## src/hw/rtl/pscp_pkg.sv

```systemverilog
package pscp_pkg;

    localparam int COORD_W    = 32;
    localparam int DIFF_W     = COORD_W + 1;
    localparam int PROD_W     = 2 * DIFF_W;
    localparam int DOT_W      = PROD_W + 2;
    localparam int T_W        = 17;
    localparam int DIST_W     = 63;
    localparam int FRAC_BITS_DEF = 16;
    localparam int NUM_CFG    = 6;
    localparam int CFG_IDX_W  = 3;

    typedef enum logic [CFG_IDX_W-1:0] {
        CFG_START_X = 3'd0,
        CFG_START_Y = 3'd1,
        CFG_START_Z = 3'd2,
        CFG_END_X   = 3'd3,
        CFG_END_Y   = 3'd4,
        CFG_END_Z   = 3'd5
    } cfg_idx_t;

    typedef struct packed {
        logic signed [COORD_W-1:0] query_z;
        logic signed [COORD_W-1:0] query_y;
        logic signed [COORD_W-1:0] query_x;
    } query_t;

    typedef struct packed {
        logic                      degenerate;
        logic [DIST_W-1:0]         dist_sq;
        logic signed [COORD_W-1:0] near_z;
        logic signed [COORD_W-1:0] near_y;
        logic signed [COORD_W-1:0] near_x;
        logic [T_W-1:0]            param_t;
    } result_t;

    typedef struct packed {
        logic signed [COORD_W-1:0] x;
        logic signed [COORD_W-1:0] y;
        logic signed [COORD_W-1:0] z;
    } vec_t;

    typedef enum logic [1:0] {
        SEL_START  = 2'd0,
        SEL_END    = 2'd1,
        SEL_INSIDE = 2'd2
    } sel_t;

endpackage

```

## src/hw/rtl/pscp_div_step.sv

```systemverilog
module pscp_div_step (
    input  logic [pscp_pkg::DOT_W-1:0] rem_in,
    input  logic [pscp_pkg::DOT_W-1:0] den,
    input  logic [pscp_pkg::T_W+8-1:0] q_in,
    output logic [pscp_pkg::DOT_W-1:0] rem_out,
    output logic [pscp_pkg::T_W+8-1:0] q_out
);
    import pscp_pkg::*;
    logic [DOT_W:0] sh;
    logic [DOT_W:0] diff;
    always_comb begin
        sh   = {rem_in, 1'b0};
        diff = sh - {1'b0, den};
        if (!diff[DOT_W]) begin
            rem_out = diff[DOT_W-1:0];
            q_out   = {q_in[T_W+8-2:0], 1'b1};
        end else begin
            rem_out = sh[DOT_W-1:0];
            q_out   = {q_in[T_W+8-2:0], 1'b0};
        end
    end
endmodule

```

## config.mk

```make
export PLATFORM = sky130hd
export DESIGN_NAME = pscp_div_step
export DESIGN_NICKNAME = d
export VERILOG_FILES = /design/src/hw/rtl/pscp_pkg.sv /design/src/hw/rtl/pscp_div_step.sv
export SDC_FILE = /design/constraint.sdc
export NUM_CORES = 1
export LEC_CHECK = 0
export ABC_AREA = 1
export BUFFER_PORTS_ARGS = -buffer_cell sky130_fd_sc_hd__buf_2
export CAP_MARGIN = 5
export CORE_MARGIN = 8
export CORE_UTILIZATION = 30
export DETAILED_ROUTE_END_ITERATION = 10
export PLACE_DENSITY = 0.57
export SLEW_MARGIN = 20
export SYNTH_ARGS = -nofsm -noshare
export SYNTH_HDL_FRONTEND = slang
export SYNTH_SLANG_ARGS = --single-unit
```

## constraint.sdc

```tcl
create_clock -name vclk -period 2.3
set_input_delay 0.345 -clock vclk [all_inputs]
set_output_delay 0.345 -clock vclk [all_outputs]
set_load 0.05 [all_outputs]
```

==> flow_metrics.env <==
export IMPL_synthTopCellsByArea="nand2_1 (32%), inv_1 (15%), ha_1 (11%)"
export IMPL_hold_buffers=0
export IMPL_dpl_worst_slack_ps=-830.5
export IMPL_synth_cell_types=37
export IMPL_syn_area_per_cell_um2=4.795
export IMPL_worst_setup_path_type="input port to output pin"
export IMPL_hp_start="q_in[11]"
export IMPL_gp_congestion=0.9540
export IMPL_die_w_um=173.9
export IMPL_period_share_pct=125.1
export IMPL_drt_iter0_markers=855
export IMPL_grt_pass1_vias=11360
export IMPL_grt_first_pass_wirelength_mm=64.74
export IMPL_portBuffers=205
export IMPL_io_pins=254
export IMPL_final_util_pct=68.61
export IMPL_cp_data_arrival_time_ps=2530
export IMPL_grt_max_degree=20
export IMPL_register_area_um2=0
export IMPL_maxSlewViolCount=0
export IMPL_ys_top_cells_by_count="nand2_1 (630), inv_1 (306), nand3_1 (135)"
export IMPL_finalSetupViolCount=69
export IMPL_synth_top_family_by_area="simple AND/OR/NAND/NOR gates"
export IMPL_synth_net_count=1788
export IMPL_synth_cells=1559
export IMPL_grt_usage_pct=27.07
export IMPL_synth_top_area_share_pct=31.63
export IMPL_vias=11756
export IMPL_synth_mux_area_share_pct=0
export IMPL_synth_xor_area_share_pct=3.983
export IMPL_die_area_um2=30230
export IMPL_fp_row_count=57
export IMPL_grt_overflow_total=0
export IMPL_synth_most_common_cell="nand2_1"
export IMPL_syn_cell_area_um2=7476
export IMPL_ir_worst_vdd_uv=298.0
export IMPL_fmaxAchievable_mhz=347.4
export IMPL_min_period_ps=2878
export IMPL_min_path_cells=0
export IMPL_final_nets=2359
export IMPL_yosysTopAreaCell="nand2_1"
export IMPL_start_util_pct=30.65
export IMPL_seq_cell_count=0
export IMPL_hpwl_mm=34.47
export IMPL_power_density_nw_per_um2=402.1
export IMPL_yosys_warnings=0
export IMPL_drive_above_1_share_pct=55.31
export IMPL_hold_viol_final=0
export IMPL_hold_end="q_out[12]"
export IMPL_status="finished, violations left"
export IMPL_drtAntennaViolNets=0
export IMPL_dr_pass1_iters=5
export IMPL_dieHeight_um=173.9
export IMPL_synthSimpleGateAreaFrac_pct=53.69
export IMPL_synth_compound_area_share_pct=10.48
export IMPL_critPathMaxFanout=6
export IMPL_violations="negative setup slack"
export IMPL_crit_path_start_kind="input port"
export IMPL_endpoint_kind="output pin"
export IMPL_leakagePower_nw=8.881
export IMPL_fin_ws_ps=-578.3
export IMPL_slew_headroom_pct=76.66
export IMPL_wl_mm=46.02
export IMPL_worstPathRequired_ps=1960
export IMPL_drc=0
export IMPL_hold_path_class="input port to output pin"
export IMPL_routedWlPerCell_um=18.76
export IMPL_synthAdderAreaFrac_pct=11.48
export IMPL_clkbuf_count=0
export IMPL_synthToLayoutAreaGrowth_pct=123.8
export IMPL_vias_per_cell=4.792
export IMPL_grt_antenna_before_repair=1
export IMPL_core_area_um2=24390
export IMPL_tightest_slew_ps=346.4
export IMPL_rsz0062_at_grt="yes"
export IMPL_synth_seq_area_share_pct=0
export IMPL_maxCapViolCount=0
-- worst max-delay path by stage --
stage,startpoint,to,slack (ps),depth (start not counted)
5_1_grt,den[31],rem_out[36],-650,17
2_1_floorplan,rem_in[0],rem_out[48],-90,16
3_5_place_dp,den[22],rem_out[22],-830,19
4_1_cts,den[33],rem_out[1],-540,18
3_3_place_gp,rem_in[43],rem_out[53],-790,13
6_report,rem_in[17],rem_out[58],-580,18
-- layout by cell type, fill, tap and decap left out, types with 7 or more instances in the layout --
cell type    n
inv_2       42
buf_4      362
nor2_2      33
nor2_4      14
buf_16       9
o21bai_1    14
buf_6       24
nand2_2    113
buf_2      115
nand2_4    111
nand2_8     27
a21oi_1     42
ha_4        63
nor2_1      83
buf_8       73
a21oi_2     34
nor3_1       9
buf_12      21
nand3_2     24
nand2_1    410
nand3_1     57
nand3_4     57
inv_1      268
o21ai_1      7
a21oi_4     13
xor2_1      28
clkbuf_16    9
o21ai_0     16
-- through the flow --
stage	setup TNS, ps	cell area (um^2)	hold slack, ps	power (mW)	cells
5_1_grt	-41490	16730	690.1	7.067	2453
4_1_cts	-32490	15020	690.3	5.911	2420
3_5_place_dp	-50700	12670	690.3	4.739	2366
6_report	-36120	16730	690.0	6.730	2453
2_1_floorplan	-3048	9031	832.4	3.099	1559
3_3_place_gp	-49480	12670	690.3	4.725	2366
-- cell type report --
cell class,count,area [um^2]
tap,324,405.4
antenna,1,2.502
multi-input combinational,1198,9563
inverter,317,1211
timing repair buffer,613,5553
fill,2078,7656
-- worst max-delay path: stages --
cell and delay (ps):
buf_2 140, ha_4 310, nand2_4 70, nor2_4 140, nand2_2 90, nor2_2 120
nand2_2 80, nand3_4 110, nand2_4 70, nand2_4 90, nand2_8 80, nand2_8 90
nand2_8 100, nand2_8 180, buf_12 210, nand2_4 80, nand2_4 70, buf_8 150
-- timing repair --
action	CTS	global route
buffers inserted	46	24
pin swaps	55	115
cloned	10	13
endpoints found under the hold margin	0	0
endpoints found under the setup margin	69	69
resized for setup	465	304
-- logic make-up after synthesis --
kind of cell	after synthesis
XOR/XNOR	34
AO/OA/AOI/OAI	140
buffers and inverters	362
adder cells (fa/ha/maj)	68
AND/OR/NAND/NOR	955
-- where the power goes --
group | total [mW] | switching (mW) | internal (mW) | leakage [nW]
combinational | 6.73 | 3.76 | 2.97 | 8.88
clock | 0.0000000583 | 0 | 0.0000000583 | 0.00000634
sequential | 0 | 0 | 0 | 0
total | 6.73 | 3.76 | 2.97 | 8.88
-- per-layer routing --
metal,global-route usage (%),wire length [um],up-vias
met5,0,0,-
met4,3.420,911,0
met3,4.291,2710,50
met2,43.05,20760,346
met1,38.48,21640,5457
li1,-,-,5903
(Power assumes the default switching activity.)
